--- src/design/sra_pkg.sv ---
// ----------------------------------------------------------------------------
// sra_pkg
// Shared types, codes and helpers for the score register ALU.
// ----------------------------------------------------------------------------
`default_nettype none

package sra_pkg;

  // Data path width of one score register
  localparam int unsigned ScoreW       = 32;
  // Divider step counter width
  localparam int unsigned DivCntW      = $clog2(ScoreW);
  // Index fields carry 8 bits, so at most this many entries are reachable
  localparam int unsigned IdxRange     = 256;
  localparam int unsigned NumScoresDef = 256;

  // Instruction codes
  typedef enum logic [3:0] {
    CMD_SET  = 4'd0,
    CMD_ADDI = 4'd1,
    CMD_SUBI = 4'd2,
    CMD_ADD  = 4'd3,
    CMD_SUB  = 4'd4,
    CMD_MUL  = 4'd5,
    CMD_DIV  = 4'd6,
    CMD_MOD  = 4'd7,
    CMD_GET  = 4'd8
  } cmd_e;

  // Result status codes
  typedef enum logic [1:0] {
    ST_OK      = 2'd0,
    ST_DIVZERO = 2'd1,
    ST_ILLEGAL = 2'd2
  } status_e;

  // Sequencer states
  typedef enum logic [1:0] {
    S_IDLE,
    S_READ,
    S_DIV,
    S_DONE
  } state_e;

  // Request payload
  typedef struct packed {
    logic [3:0]               command;
    logic [7:0]               dest_index;
    logic [7:0]               src_index;
    logic signed [ScoreW-1:0] immediate;
  } sra_req_t;

  // Result payload
  typedef struct packed {
    logic signed [ScoreW-1:0] result_value;
    logic [1:0]               status;
  } sra_rsp_t;

  // Divider start request
  typedef struct packed {
    logic              valid;
    logic [ScoreW-1:0] dividend;
    logic [ScoreW-1:0] divisor;
  } div_req_t;

  // Divider completion
  typedef struct packed {
    logic              done;
    logic [ScoreW-1:0] quotient;
    logic [ScoreW-1:0] remainder;
  } div_rsp_t;

  // Absolute value of a two's complement pattern (most negative maps to 2^31)
  function automatic logic [ScoreW-1:0] magnitude(input logic [ScoreW-1:0] v);
    return v[ScoreW-1] ? ({ScoreW{1'b0}} - v) : v;
  endfunction

endpackage

`default_nettype wire

--- src/design/sra_div.sv ---
// ----------------------------------------------------------------------------
// sra_div
// Iterative unsigned restoring divider, one quotient bit per cycle.
// ----------------------------------------------------------------------------
`default_nettype none

module sra_div import sra_pkg::*; (
  input  wire logic     clk_i,
  input  wire logic     rst_ni,
  input  wire div_req_t req_i,
  output div_rsp_t      rsp_o
);

  logic               busy_q, busy_d;
  logic               done_q, done_d;
  logic [DivCntW-1:0] cnt_q, cnt_d;
  logic [ScoreW-1:0]  quo_q, quo_d;
  logic [ScoreW-1:0]  rem_q, rem_d;
  logic [ScoreW-1:0]  dvs_q, dvs_d;
  logic [ScoreW:0]    shifted;
  logic [ScoreW:0]    diff;

  // One restoring step: shift in next dividend bit, trial subtract
  always_comb begin
    shifted = {rem_q, quo_q[ScoreW-1]};
    diff    = shifted - {1'b0, dvs_q};
    busy_d  = busy_q;
    done_d  = 1'b0;
    cnt_d   = cnt_q;
    quo_d   = quo_q;
    rem_d   = rem_q;
    dvs_d   = dvs_q;
    if (req_i.valid && !busy_q) begin
      busy_d = 1'b1;
      cnt_d  = '0;
      quo_d  = req_i.dividend;
      rem_d  = '0;
      dvs_d  = req_i.divisor;
    end else if (busy_q) begin
      if (!diff[ScoreW]) begin
        rem_d = diff[ScoreW-1:0];
        quo_d = {quo_q[ScoreW-2:0], 1'b1};
      end else begin
        rem_d = shifted[ScoreW-1:0];
        quo_d = {quo_q[ScoreW-2:0], 1'b0};
      end
      cnt_d = cnt_q + 1'b1;
      if (cnt_q == DivCntW'(ScoreW - 1)) begin
        busy_d = 1'b0;
        done_d = 1'b1;
      end
    end
  end

  // Control state
  always_ff @(posedge clk_i or negedge rst_ni) begin
    if (!rst_ni) begin
      busy_q <= 1'b0;
      done_q <= 1'b0;
      cnt_q  <= '0;
    end else begin
      busy_q <= busy_d;
      done_q <= done_d;
      cnt_q  <= cnt_d;
    end
  end

  // Data path
  always_ff @(posedge clk_i) begin
    quo_q <= quo_d;
    rem_q <= rem_d;
    dvs_q <= dvs_d;
  end

  assign rsp_o.done      = done_q;
  assign rsp_o.quotient  = quo_q;
  assign rsp_o.remainder = rem_q;

endmodule

`default_nettype wire

--- config.mk ---
export PLATFORM = sky130hd
export DESIGN_NAME = sra_div
export DESIGN_NICKNAME = d
export VERILOG_FILES = /design/src/design/sra_pkg.sv /design/src/design/sra_div.sv
export SDC_FILE = /design/constraint.sdc
export NUM_CORES = 1
export LEC_CHECK = 0
export BUFFER_PORTS_ARGS = -buffer_cell sky130_fd_sc_hd__buf_4
export CORE_MARGIN = 4
export CORE_UTILIZATION = 50
export CTS_CLUSTER_SIZE = 20
export DETAILED_ROUTE_END_ITERATION = 8
export PLACE_DENSITY = 0.8
export REMOVE_ABC_BUFFERS = 1
export SYNTH_ARGS = -nofsm -noshare
export SYNTH_HDL_FRONTEND = slang
export SYNTH_SLANG_ARGS = --single-unit
--- constraint.sdc ---
create_clock -name clk_i -period 4.2 [get_ports clk_i]
set_input_delay 0.21 -clock clk_i [delete_from_list [all_inputs] [get_ports clk_i]]
set_output_delay 0.21 -clock clk_i [all_outputs]
set_load 0.005 [all_outputs]
==> results of run 1 <==
-- flip-flops by register name, indices dropped and copies added, names as in the netlist --
register and cells:
cnt_q 5, rem_q 32, dvs_q 32, done_q 1, quo_q 32, busy_q 1
-- report_power, final --
part	total (mW)	switching (mW)	leakage (nW)	internal [mW]
logic	3.08	1.53	2.01	1.55
clock network	0.826	0.386	0.142	0.440
registers	1.89	0.332	0.977	1.55
total	5.79	2.25	3.13	3.55
-- cells in the final DEF (no fill, tap or decap), types with 5 or more instances in the layout --
cell type | netlist | final
sky130_fd_sc_hd__xnor2_1 | 14 | 14
sky130_fd_sc_hd__nand3_1 | 7 | 7
sky130_fd_sc_hd__a31oi_1 | 9 | 9
sky130_fd_sc_hd__nand4_1 | 8 | 8
sky130_fd_sc_hd__o21a_1 | 6 | 6
sky130_fd_sc_hd__xor2_1 | 14 | 14
sky130_fd_sc_hd__clkbuf_16 | 0 | 9
sky130_fd_sc_hd__nand2_1 | 51 | 51
sky130_fd_sc_hd__o21ai_0 | 24 | 24
sky130_fd_sc_hd__edfxtp_1 | 64 | 64
sky130_fd_sc_hd__o21ai_1 | 14 | 14
sky130_fd_sc_hd__o211ai_1 | 5 | 5
sky130_fd_sc_hd__a21oi_1 | 28 | 28
sky130_fd_sc_hd__nor2_1 | 17 | 15
sky130_fd_sc_hd__inv_1 | 41 | 41
sky130_fd_sc_hd__dfrtp_1 | 7 | 7
sky130_fd_sc_hd__a21o_1 | 13 | 13
sky130_fd_sc_hd__mux2_2 | 31 | 31
sky130_fd_sc_hd__mux2i_1 | 23 | 23
sky130_fd_sc_hd__dfxtp_1 | 32 | 32
sky130_fd_sc_hd__buf_4 | 1 | 134
sky130_fd_sc_hd__or3_1 | 5 | 5
sky130_fd_sc_hd__ha_1 | 34 | 34
sky130_fd_sc_hd__and3_1 | 6 | 6
sky130_fd_sc_hd__a211oi_1 | 7 | 7
-- cell families after synthesis --
| logic type | after synthesis | share of synthesized area |
|---|---|---|
| flops | 103 | 0.479 |
| xor+xnor | 28 | 0.0429 |
| buf+inv | 64 | 0.0488 |
| simple gates | 117 | 0.0965 |
| mux | 54 | 0.101 |
| fa+ha+maj | 35 | 0.0779 |
| compound gates | 136 | 0.154 |
-- worst paths after layout --
path | end | slack [ns] | cells past startpoint
max | rem_q[27]$_SDFFE_PP0P_ | 0.71 | 12
min | dvs_q[8]$_DFFE_PP_ | 0.02 | 1
max reg2reg | rem_q[27]$_SDFFE_PP0P_ | 0.71 | 12
min reg2reg | rem_q[15]$_SDFFE_PP0P_ | 0.49 | 2
max in group asynchronous | cnt_q[1]$_DFFE_PN0P_ | 3.88 | 2
min in group asynchronous | busy_q$_DFF_PN0_ | 0.20 | 2
-- routing by layer --
metal / up-vias / GRT usage / routed length (um)
met3: 21 / 0.0832 / 1070
met4: 0 / 0.0642 / 248
met2: 132 / 0.368 / 6860
met5: - / 0 / 0
met1: 2114 / 0.255 / 5530
li1: 2208 / - / -
-- cell type report --
class,count,share of cell area
clock inverters,5,0.00563
flip-flops and latches,103,0.385
clock buffers,11,0.0356
multi-input cells,370,0.381
well taps,140,0.0247
inverters,41,0.0217
repair buffers,136,0.146
==> flow_metrics.env, run 1 <==
export IMPL_outcome="completed"
export IMPL_clk_latency_ns=0.36
export IMPL_post_layout_nonfiller_instances=806
export IMPL_crit_start="quo_q[31]$_DFFE_PP_"
export IMPL_synthTopCellsByArea="sky130_fd_sc_hd__edfxtp_1 (34%), sky130_fd_sc_hd__dfxtp_1 (11%), sky130_fd_sc_hd__ha_1 (7.4%)"
export IMPL_post_drt_wl_per_cell_um=17.0
export IMPL_totalNegativeSetupSlack_ns=0
export IMPL_critical_path_top_delay_family="compound AO/OA/AOI/OAI gates"
export IMPL_design_power_total_mw=5.79
export IMPL_post_synth_edffs=64
export IMPL_clock_fmax_mhz=287
export IMPL_chipHeight_um=115
export IMPL_worstHoldStart="req_i[8]"
export IMPL_stdcell_area_um2=7110
export IMPL_timing_critical_path_slowest_cell_delay_ns=0.45
export IMPL_hold_viol_final=0
export IMPL_finalClockSkew_ns=0.0118
export IMPL_cts_htree_levels=3
export IMPL_drt_wl_total_um=13700
export IMPL_rsz0062_at_grt="false"
export IMPL_num_nets_final=763
export IMPL_final_layout_size_suffix_gt1_frac=0.287
export IMPL_timing_critical_path_arrival_ns=3.76
export IMPL_yosys_warnings=0
export IMPL_dp_cells=789
export IMPL_floorplan_die_area_um2=13200
export IMPL_post_synth_top_count_cell="sky130_fd_sc_hd__edfxtp_1"
export IMPL_grt_max_degree=51
export IMPL_post_synth_num_cell_types=53
export IMPL_drt_iter0_markers=167
export IMPL_rr_startpoint="quo_q[31]$_DFFE_PP_"
export IMPL_max_slew_margin=0.421
export IMPL_pwr_density_cell_nw_per_um2=815
export IMPL_start_kind="register"
export IMPL_ios=132
export IMPL_final_min_clock_period_ns=3.49
export IMPL_tritoncts="done"
export IMPL_ffs_latches_synth=103
export IMPL_postCtsResizedCells=0
export IMPL_cp_cell_instances="inv_1, ha_1, fa_1, nor2b_1, o21ai_0, a211oi_1, o2111ai_1, a211oi_1, or3_1, and2_4, nand2_1, o21ai_0"
export IMPL_post_synth_most_frequent_cells="sky130_fd_sc_hd__edfxtp_1 (64), sky130_fd_sc_hd__nand2_1 (51), sky130_fd_sc_hd__inv_1 (41)"
export IMPL_cts_post_setup_buffers_inserted=0
export IMPL_post_place_ws_ns=0.736
export IMPL_clkTransAtPathRegs_ns=0.08
export IMPL_core_rowCount=38
export IMPL_fillers=862
export IMPL_grtUsageTotal=0.217
export IMPL_detailroute_via_count=4475
export IMPL_ff_latch_area_um2=2740
export IMPL_grt_pass1_vias=4673
export IMPL_finalCritPeriodShare=0.830
export IMPL_syn_cell_area_um2=5720
export IMPL_post_dp_hpwl_um=10100
export IMPL_detailedRoute_firstPassIterationCount=4
export IMPL_setup_slack_ns=0.715
export IMPL_area_growth_syn_to_layout_pct=24.3
export IMPL_yosys_area_top_type_share=0.336
export IMPL_numCtsBuffers=9
export IMPL_portBuffers=131
export IMPL_cts_root_buffer_cell="sky130_fd_sc_hd__clkbuf_16"
export IMPL_syn_inst=537
export IMPL_async_reset_ff_frac=0.0680
export IMPL_hold_buffers=1
export IMPL_grt_first_pass_wirelength_um=22800
export IMPL_antenna_found_initial=0
export IMPL_floorplan_initialDensity=0.518
export IMPL_synth_ff_type="sky130_fd_sc_hd__edfxtp_1"
export IMPL_antenna_cells=0
export IMPL_p_leak_nw=3.13
export IMPL_multiInputGateArea_um2=2710
export IMPL_ant_nets=0
export IMPL_sequential_cell_area_fraction_in_the_yosys_report=0.479
export IMPL_worstPathBufferInverterCount=1
export IMPL_postLayoutCoreUtil=0.644
export IMPL_gp_congestion=0.847
export IMPL_setup_crit_path_kind="reg2reg"
export IMPL_synth_area_leader_cell="sky130_fd_sc_hd__edfxtp_1"
export IMPL_numClockSinks=103
export IMPL_maxSlewViolCount=0
export IMPL_max_cap_viol_count=0
export IMPL_hold_ws_ns=0.0218
export IMPL_required_ns=4.48
export IMPL_core_area_um2=11000
export IMPL_critical_path_slowest_cell="sky130_fd_sc_hd__and2_4"
export IMPL_die_width_um=115
export IMPL_remaining_drc_errors=0
export IMPL_post_dp_cell_area_um2=6800
export IMPL_critical_path_endpoint_type="register"
export IMPL_globalRouteOverflowTotal=0
export IMPL_cts_path_max_buffers=2
export IMPL_tightestPinTransition_ns=0.867
export IMPL_hold_path_class="in2reg"
export IMPL_synthesis_area_per_instance_um2=10.6
export IMPL_routed_via_density=5.55
export IMPL_max_vdd_ir_drop_mv=0.445
export IMPL_timing_critical_path_fanout_max=28
export IMPL_finalSetupViolations=0
Note: power is estimated with default switching activity, not from simulation.
==> run 2, diff against run 1 <==
Clock period 4.2 ns to 3.6 ns, I/O delays scaled along.
==> run 2 against run 1 <==
Net effect: die area stayed put; sequential cell count stayed put; wire length is 4.5% higher; clock power is 9.0% higher; clock skew is 0.0056 ns lower; sequential share of layout area is 1.7 points lower; final area is 4.5% higher; worst hold slack better by 0.10 ns; final cell count is 4.2% higher; first-iteration DRC count is 37% higher; critical path type unchanged; critical endpoint is now rem_q[7]$_SDFFE_PP0P_; largest power group unchanged.
==> flow_metrics.env, run 2 (synthesis results as in run 1) <==
export IMPL_cts_path_max_buffers=2
export IMPL_maxSlewViolCount=0
export IMPL_clock_power_share=0.132
export IMPL_chipHeight_um=115
export IMPL_numCtsBuffers=9
export IMPL_drt_wl_total_um=14300
export IMPL_grt_max_degree=66
export IMPL_num_nets_final=797
export IMPL_hold_path_class="in2reg"
export IMPL_cp_cell_instances="inv_1, ha_1, fa_1, nor2b_1, o21ai_0, a211oi_2, o2111ai_1, a211oi_2, or3_1, and2_4, buf_4, mux2i_1, o21ai_0"
export IMPL_post_dp_hpwl_um=10400
export IMPL_top_usage_layer_grt="met2"
export IMPL_totalNegativeSetupSlack_ns=0
export IMPL_grtUsageMet1=0.271
export IMPL_gp_congestion=0.861
export IMPL_final_min_clock_period_ns=3.27
export IMPL_outcome="completed"
export IMPL_pwr_density_cell_nw_per_um2=919
export IMPL_proportion_of_power_drawn_by_combinational_gates=0.545
export IMPL_worstPathBufferInverterCount=2
export IMPL_max_slew_margin=0.412
export IMPL_internal_power_mw=4.16
export IMPL_floorplan_initialDensity=0.518
export IMPL_p_leak_nw=3.26
export IMPL_post_layout_nonfiller_instances=840
export IMPL_max_cap_viol_count=0
export IMPL_required_ns=3.79
export IMPL_top_regs="dvs_q (32), quo_q (32), rem_q (32)"
export IMPL_critical_path_slowest_cell="sky130_fd_sc_hd__fa_1"
export IMPL_cts_htree_levels=3
export IMPL_globalRouteMet3Util=0.0605
export IMPL_finalSetupViolations=0
export IMPL_grtUsageTotal=0.227
export IMPL_power_frac_seq=0.323
export IMPL_post_drt_wl_per_cell_um=17.0
export IMPL_clk_latency_ns=0.35
export IMPL_final_layout_size_suffix_gt1_frac=0.279
export IMPL_grt_util_met2=0.390
export IMPL_critical_path_top_delay_family="compound AO/OA/AOI/OAI gates"
export IMPL_grt_pass1_vias=4880
export IMPL_hold_viol_final=0
export IMPL_die_width_um=115
export IMPL_rsz0062_at_grt="false"
export IMPL_detailroute_via_count=4674
export IMPL_ant_nets=0
export IMPL_setup_crit_path_kind="reg2reg"
export IMPL_finalCritPeriodShare=0.908
export IMPL_timing_critical_path_slowest_cell_delay_ns=0.41
export IMPL_dp_cells=791
export IMPL_detailedRoute_firstPassIterationCount=5
export IMPL_critical_path_endpoint_type="register"
export IMPL_timing_critical_path_arrival_ns=3.46
export IMPL_antenna_found_initial=0
export IMPL_globalRouteOverflowTotal=0
export IMPL_antenna_cells=0
export IMPL_layout_commonest_cell="sky130_fd_sc_hd__buf_4"
export IMPL_grt_first_pass_wirelength_um=23800
export IMPL_clock_fmax_mhz=306
export IMPL_floorplan_die_area_um2=13200
export IMPL_layout_common_cells="sky130_fd_sc_hd__buf_4 (136), sky130_fd_sc_hd__edfxtp_1 (64), sky130_fd_sc_hd__nand2_1 (50)"
export IMPL_cts_post_setup_buffers_inserted=0
export IMPL_finalClockSkew_ns=0.00621
export IMPL_clkTransAtPathRegs_ns=0.07
export IMPL_drt_iter0_markers=228
export IMPL_area_growth_syn_to_layout_pct=29.9
export IMPL_start_kind="register"
export IMPL_routed_via_density=5.56
export IMPL_numClockSinks=103
export IMPL_portBuffers=131
export IMPL_core_area_um2=11000
export IMPL_tightestPinTransition_ns=0.881
export IMPL_remaining_drc_errors=0
export IMPL_p_sw_mw=2.66
export IMPL_tritoncts="done"
export IMPL_core_rowCount=38
export IMPL_cts_root_buffer_cell="sky130_fd_sc_hd__clkbuf_16"
export IMPL_max_vdd_ir_drop_mv=0.504
export IMPL_timing_critical_path_fanout_max=12
export IMPL_ios=132
export IMPL_power_switching_share=0.390
export IMPL_design_power_total_mw=6.83
run 2: cell count changes in the layout (fill, tap and decap cells not counted), sizes merged:
cell,change
clkinvlp,+1
inv,-2
clkinv,+1
buf,+2
dlygate4sd3,+32
run 2: timing repair:
action,CTS,global route
gates resized for setup,0,3
hold endpoints to repair,39,0
setup endpoints to repair,0,21
hold buffers,33,0
run 2: final cells by class:
| class | count | area, um2 |
|---|---|---|
| Clock buffer | 11 | 233 |
| Clock inverter | 5 | 35.0 |
| Fill cell | 841 | 3600 |
| Inverter | 41 | 154 |
| Multi-Input combinational cell | 370 | 2720 |
| Sequential cell | 103 | 2740 |
| Tap cell | 140 | 175 |
| Timing Repair Buffer | 170 | 1370 |
run 2: metrics by stage:
step / hold WS [ns] / util / setup WS [ns] / instance area, um2
detailed placement: -0.00289 / 0.618 / 0.269 / 6820
CTS: 0.109 / 0.672 / 0.253 / 7420
floorplan: -0.116 / - / -0.450 / 5590
finish: 0.122 / 0.673 / 0.333 / 7430
global placement: -0.00812 / 0.618 / 0.447 / 6820
global route: 0.117 / 0.673 / 0.0452 / 7430
run 2: layer usage:
metal	up-vias	wire length, um
li1	2274	-
met1	2242	5770
met2	137	7250
met3	21	997
met4	0	305
met5	-	0
run 2: final timing paths:
check                                    endpoint                    from  slack, ns  cells past startpoint
setup / recovery            rem_q[7]$_SDFFE_PP0P_     quo_q[31]$_DFFE_PP_       0.33                     13
hold / removal                 quo_q[0]$_DFFE_PP_               req_i[32]       0.12                      3
setup reg to reg            rem_q[7]$_SDFFE_PP0P_     quo_q[31]$_DFFE_PP_       0.33                     13
hold reg to reg            rem_q[15]$_SDFFE_PP0P_  rem_q[15]$_SDFFE_PP0P_       0.49                      2
max in group asynchronous    cnt_q[0]$_DFFE_PN0P_                  rst_ni       3.30                      2
min in group asynchronous        done_q$_DFF_PN0_                  rst_ni       0.17                      2
run 2: worst min-delay path, stage by stage:
cell and delay (ns):
sky130_fd_sc_hd__buf_4 0.08, sky130_fd_sc_hd__nand2_1 0.04, sky130_fd_sc_hd__o21ai_0 0.06
run 2: power groups by stage:
stage | clock [mW] | combinational (mW) | sequential, mW
finish | 0.900 | 3.72 | 2.21
global route | 0.976 | 4.13 | 2.27
CTS | 0.919 | 3.71 | 2.20
detailed placement | 0 | 3.66 | 2.22
global placement | 0 | 3.52 | 2.20
floorplan | 0 | 2.36 | 2.16
==> run 3, diff against run 2 <==
Settings changed: CTS_CLUSTER_SIZE 20 to not set, RECOVER_POWER set to 25.
Clock period 3.6 ns to 3.8 ns, I/O delays scaled along.
==> run 3 against run 2 <==
Net effect: sequential power down 5%; clock skew up 0.0030 ns; die area unchanged; first-iteration DRC count down 17%; critical path type unchanged; critical endpoint is now rem_q[25]$_SDFFE_PP0P_.
==> flow_metrics.env, run 3 (synthesis results as in run 1) <==
export IMPL_grtUsageTotal=0.217
export IMPL_maxSlewViolCount=0
export IMPL_globalRouteMet3Util=0.0784
export IMPL_critical_path_cell_count=12
export IMPL_core_area_um2=11000
export IMPL_max_cap_viol_count=0
export IMPL_post_layout_nonfiller_instances=839
export IMPL_dp_cells=789
export IMPL_cp_cell_instances="inv_1, ha_1, fa_1, nor2b_1, o21ai_0, a211oi_1, o2111ai_1, a211oi_1, or3_1, and2_4, nand2_1, o21ai_0"
export IMPL_antenna_found_initial=0
export IMPL_hold_path_class="in2reg"
export IMPL_tightestPinTransition_ns=0.987
export IMPL_rsz0062_at_grt="false"
export IMPL_cts_root_buffer_cell="sky130_fd_sc_hd__clkbuf_16"
export IMPL_ios=132
export IMPL_cts_htree_levels=3
export IMPL_timing_critical_path_arrival_ns=3.69
export IMPL_min_delay_path_depth=2
export IMPL_fillers=822
export IMPL_cts_path_max_buffers=2
export IMPL_worstPathBufferInverterCount=1
export IMPL_finalClockSkew_ns=0.00920
export IMPL_num_nets_final=796
export IMPL_floorplan_die_area_um2=13200
export IMPL_max_vdd_ir_drop_mv=0.601
export IMPL_finalCritPeriodShare=0.898
export IMPL_critical_path_slowest_cell="sky130_fd_sc_hd__a211oi_1"
export IMPL_final_layout_size_suffix_gt1_frac=0.275
export IMPL_layout_common_cells="sky130_fd_sc_hd__buf_4 (82), sky130_fd_sc_hd__edfxtp_1 (64), sky130_fd_sc_hd__clkbuf_4 (51)"
export IMPL_critical_path_endpoint_type="register"
export IMPL_grtUsageMet1=0.255
export IMPL_critical_path_top_delay_family="compound AO/OA/AOI/OAI gates"
export IMPL_worstHoldStart="req_i[35]"
export IMPL_portBuffers=131
export IMPL_gp_congestion=0.861
export IMPL_post_dp_hpwl_um=10000
export IMPL_proportion_of_power_drawn_by_combinational_gates=0.531
export IMPL_grt_first_pass_wirelength_um=22900
export IMPL_detailroute_via_count=4646
export IMPL_chipHeight_um=115
export IMPL_antenna_cells=0
export IMPL_internal_power_mw=3.92
export IMPL_globalRouteOverflowTotal=0
export IMPL_power_frac_seq=0.322
export IMPL_numCtsBuffers=9
export IMPL_setup_crit_path_kind="reg2reg"
export IMPL_p_sw_mw=2.56
export IMPL_outcome="completed"
export IMPL_minimum_setup_slack_among_reg_to_reg_paths_ns=0.39
export IMPL_p_leak_nw=3.26
export IMPL_clk_latency_ns=0.37
export IMPL_post_drt_wl_per_cell_um=16.9
export IMPL_ant_nets=0
export IMPL_worstHoldEndpoint="quo_q[3]$_DFFE_PP_"
export IMPL_detailedRoute_firstPassIterationCount=4
export IMPL_clock_power_share=0.147
export IMPL_setup_slack_ns=0.388
export IMPL_required_ns=4.07
export IMPL_hold_viol_final=0
export IMPL_die_width_um=115
export IMPL_routed_via_density=5.54
export IMPL_grt_util_met2=0.376
export IMPL_stdcell_area_um2=7440
export IMPL_grt_pass1_vias=4805
export IMPL_clock_fmax_mhz=293
export IMPL_timing_critical_path_slowest_cell_delay_ns=0.44
export IMPL_top_regs="dvs_q (32), quo_q (32), rem_q (32)"
export IMPL_drt_wl_total_um=14100
export IMPL_reg2regPathDepth=12
export IMPL_finalSetupViolations=0
export IMPL_max_slew_margin=0.340
export IMPL_remaining_drc_errors=0
export IMPL_clkTransAtPathRegs_ns=0.08
export IMPL_layout_commonest_cell="sky130_fd_sc_hd__buf_4"
export IMPL_floorplan_initialDensity=0.518
export IMPL_area_growth_syn_to_layout_pct=30.1
export IMPL_grt_max_degree=39
export IMPL_pwr_density_cell_nw_per_um2=871
export IMPL_final_min_clock_period_ns=3.41
export IMPL_rr_startpoint="quo_q[31]$_DFFE_PP_"
export IMPL_tritoncts="done"
export IMPL_totalNegativeSetupSlack_ns=0
export IMPL_timing_rr_end="rem_q[25]$_SDFFE_PP0P_"
export IMPL_timing_critical_path_fanout_max=14
export IMPL_post_dp_cell_area_um2=6790
export IMPL_core_rowCount=38
export IMPL_power_switching_share=0.395
export IMPL_numClockSinks=103
export IMPL_post_place_ws_ns=0.330
export IMPL_drt_iter0_markers=190
export IMPL_top_usage_layer_grt="met2"
export IMPL_start_kind="register"
## run 3: metal layers
| metal | up-vias | part of all wire |
|---|---|---|
| met4 | 0 | 0.017 |
| met5 | - | 0 |
| met1 | 2194 | 0.41 |
| met2 | 159 | 0.50 |
| met3 | 19 | 0.080 |
| li1 | 2274 | - |
## run 3: stage by stage
stage / power, mW / util / hold slack (ns)
after global routing: 6.96 / 0.674 / 0.110
after global placement: 5.35 / 0.616 / 0.00167
final: 6.48 / 0.674 / 0.123
after detailed placement: 5.47 / 0.616 / 0.00977
after CTS: 6.48 / 0.673 / 0.00126
after floorplan: 4.28 / - / -0.106
## run 3: worst max path at each step
stage	endpoint	slack (ns)	from
finish	rem_q[25]$_SDFFE_PP0P_	0.39	quo_q[31]$_DFFE_PP_
global route	rem_q[4]$_SDFFE_PP0P_	0.03	quo_q[31]$_DFFE_PP_
CTS	rem_q[25]$_SDFFE_PP0P_	0.31	quo_q[31]$_DFFE_PP_
detailed placement	rem_q[25]$_SDFFE_PP0P_	0.33	quo_q[31]$_DFFE_PP_
global placement	rem_q[10]$_SDFFE_PP0P_	0.45	quo_q[31]$_DFFE_PP_
floorplan	quo_q[10]$_DFFE_PP_	-0.25	busy_q$_DFF_PN0_
## run 3: repair_timing
action / CTS / global route
endpoints found under the setup margin: 0 / 14
hold endpoints to repair: 38 / 1
gates resized for setup: 0 / 2
setup buffers: 0 / 0
hold buffers: 32 / 1
## run 3: power groups by stage
stage               Sequential, mW  Combinational (mW)  Clock (mW)
floorplan                     2.05                2.24           0
global placement              2.08                3.27           0
detailed placement            2.10                3.37           0
CTS                           2.08                3.42       0.976
global route                  2.15                3.79        1.01
finish                        2.09                3.44       0.954
## run 3: layout make-up
cell class,instances,area [um2],share of cell area
clock buffer,9,225,0.0303
clock inverter,7,86.3,0.0116
inverter,41,154,0.0207
multi-input combinational,371,2720,0.366
sequential,103,2740,0.368
tap,140,175,0.0236
timing repair buffer,168,1340,0.180
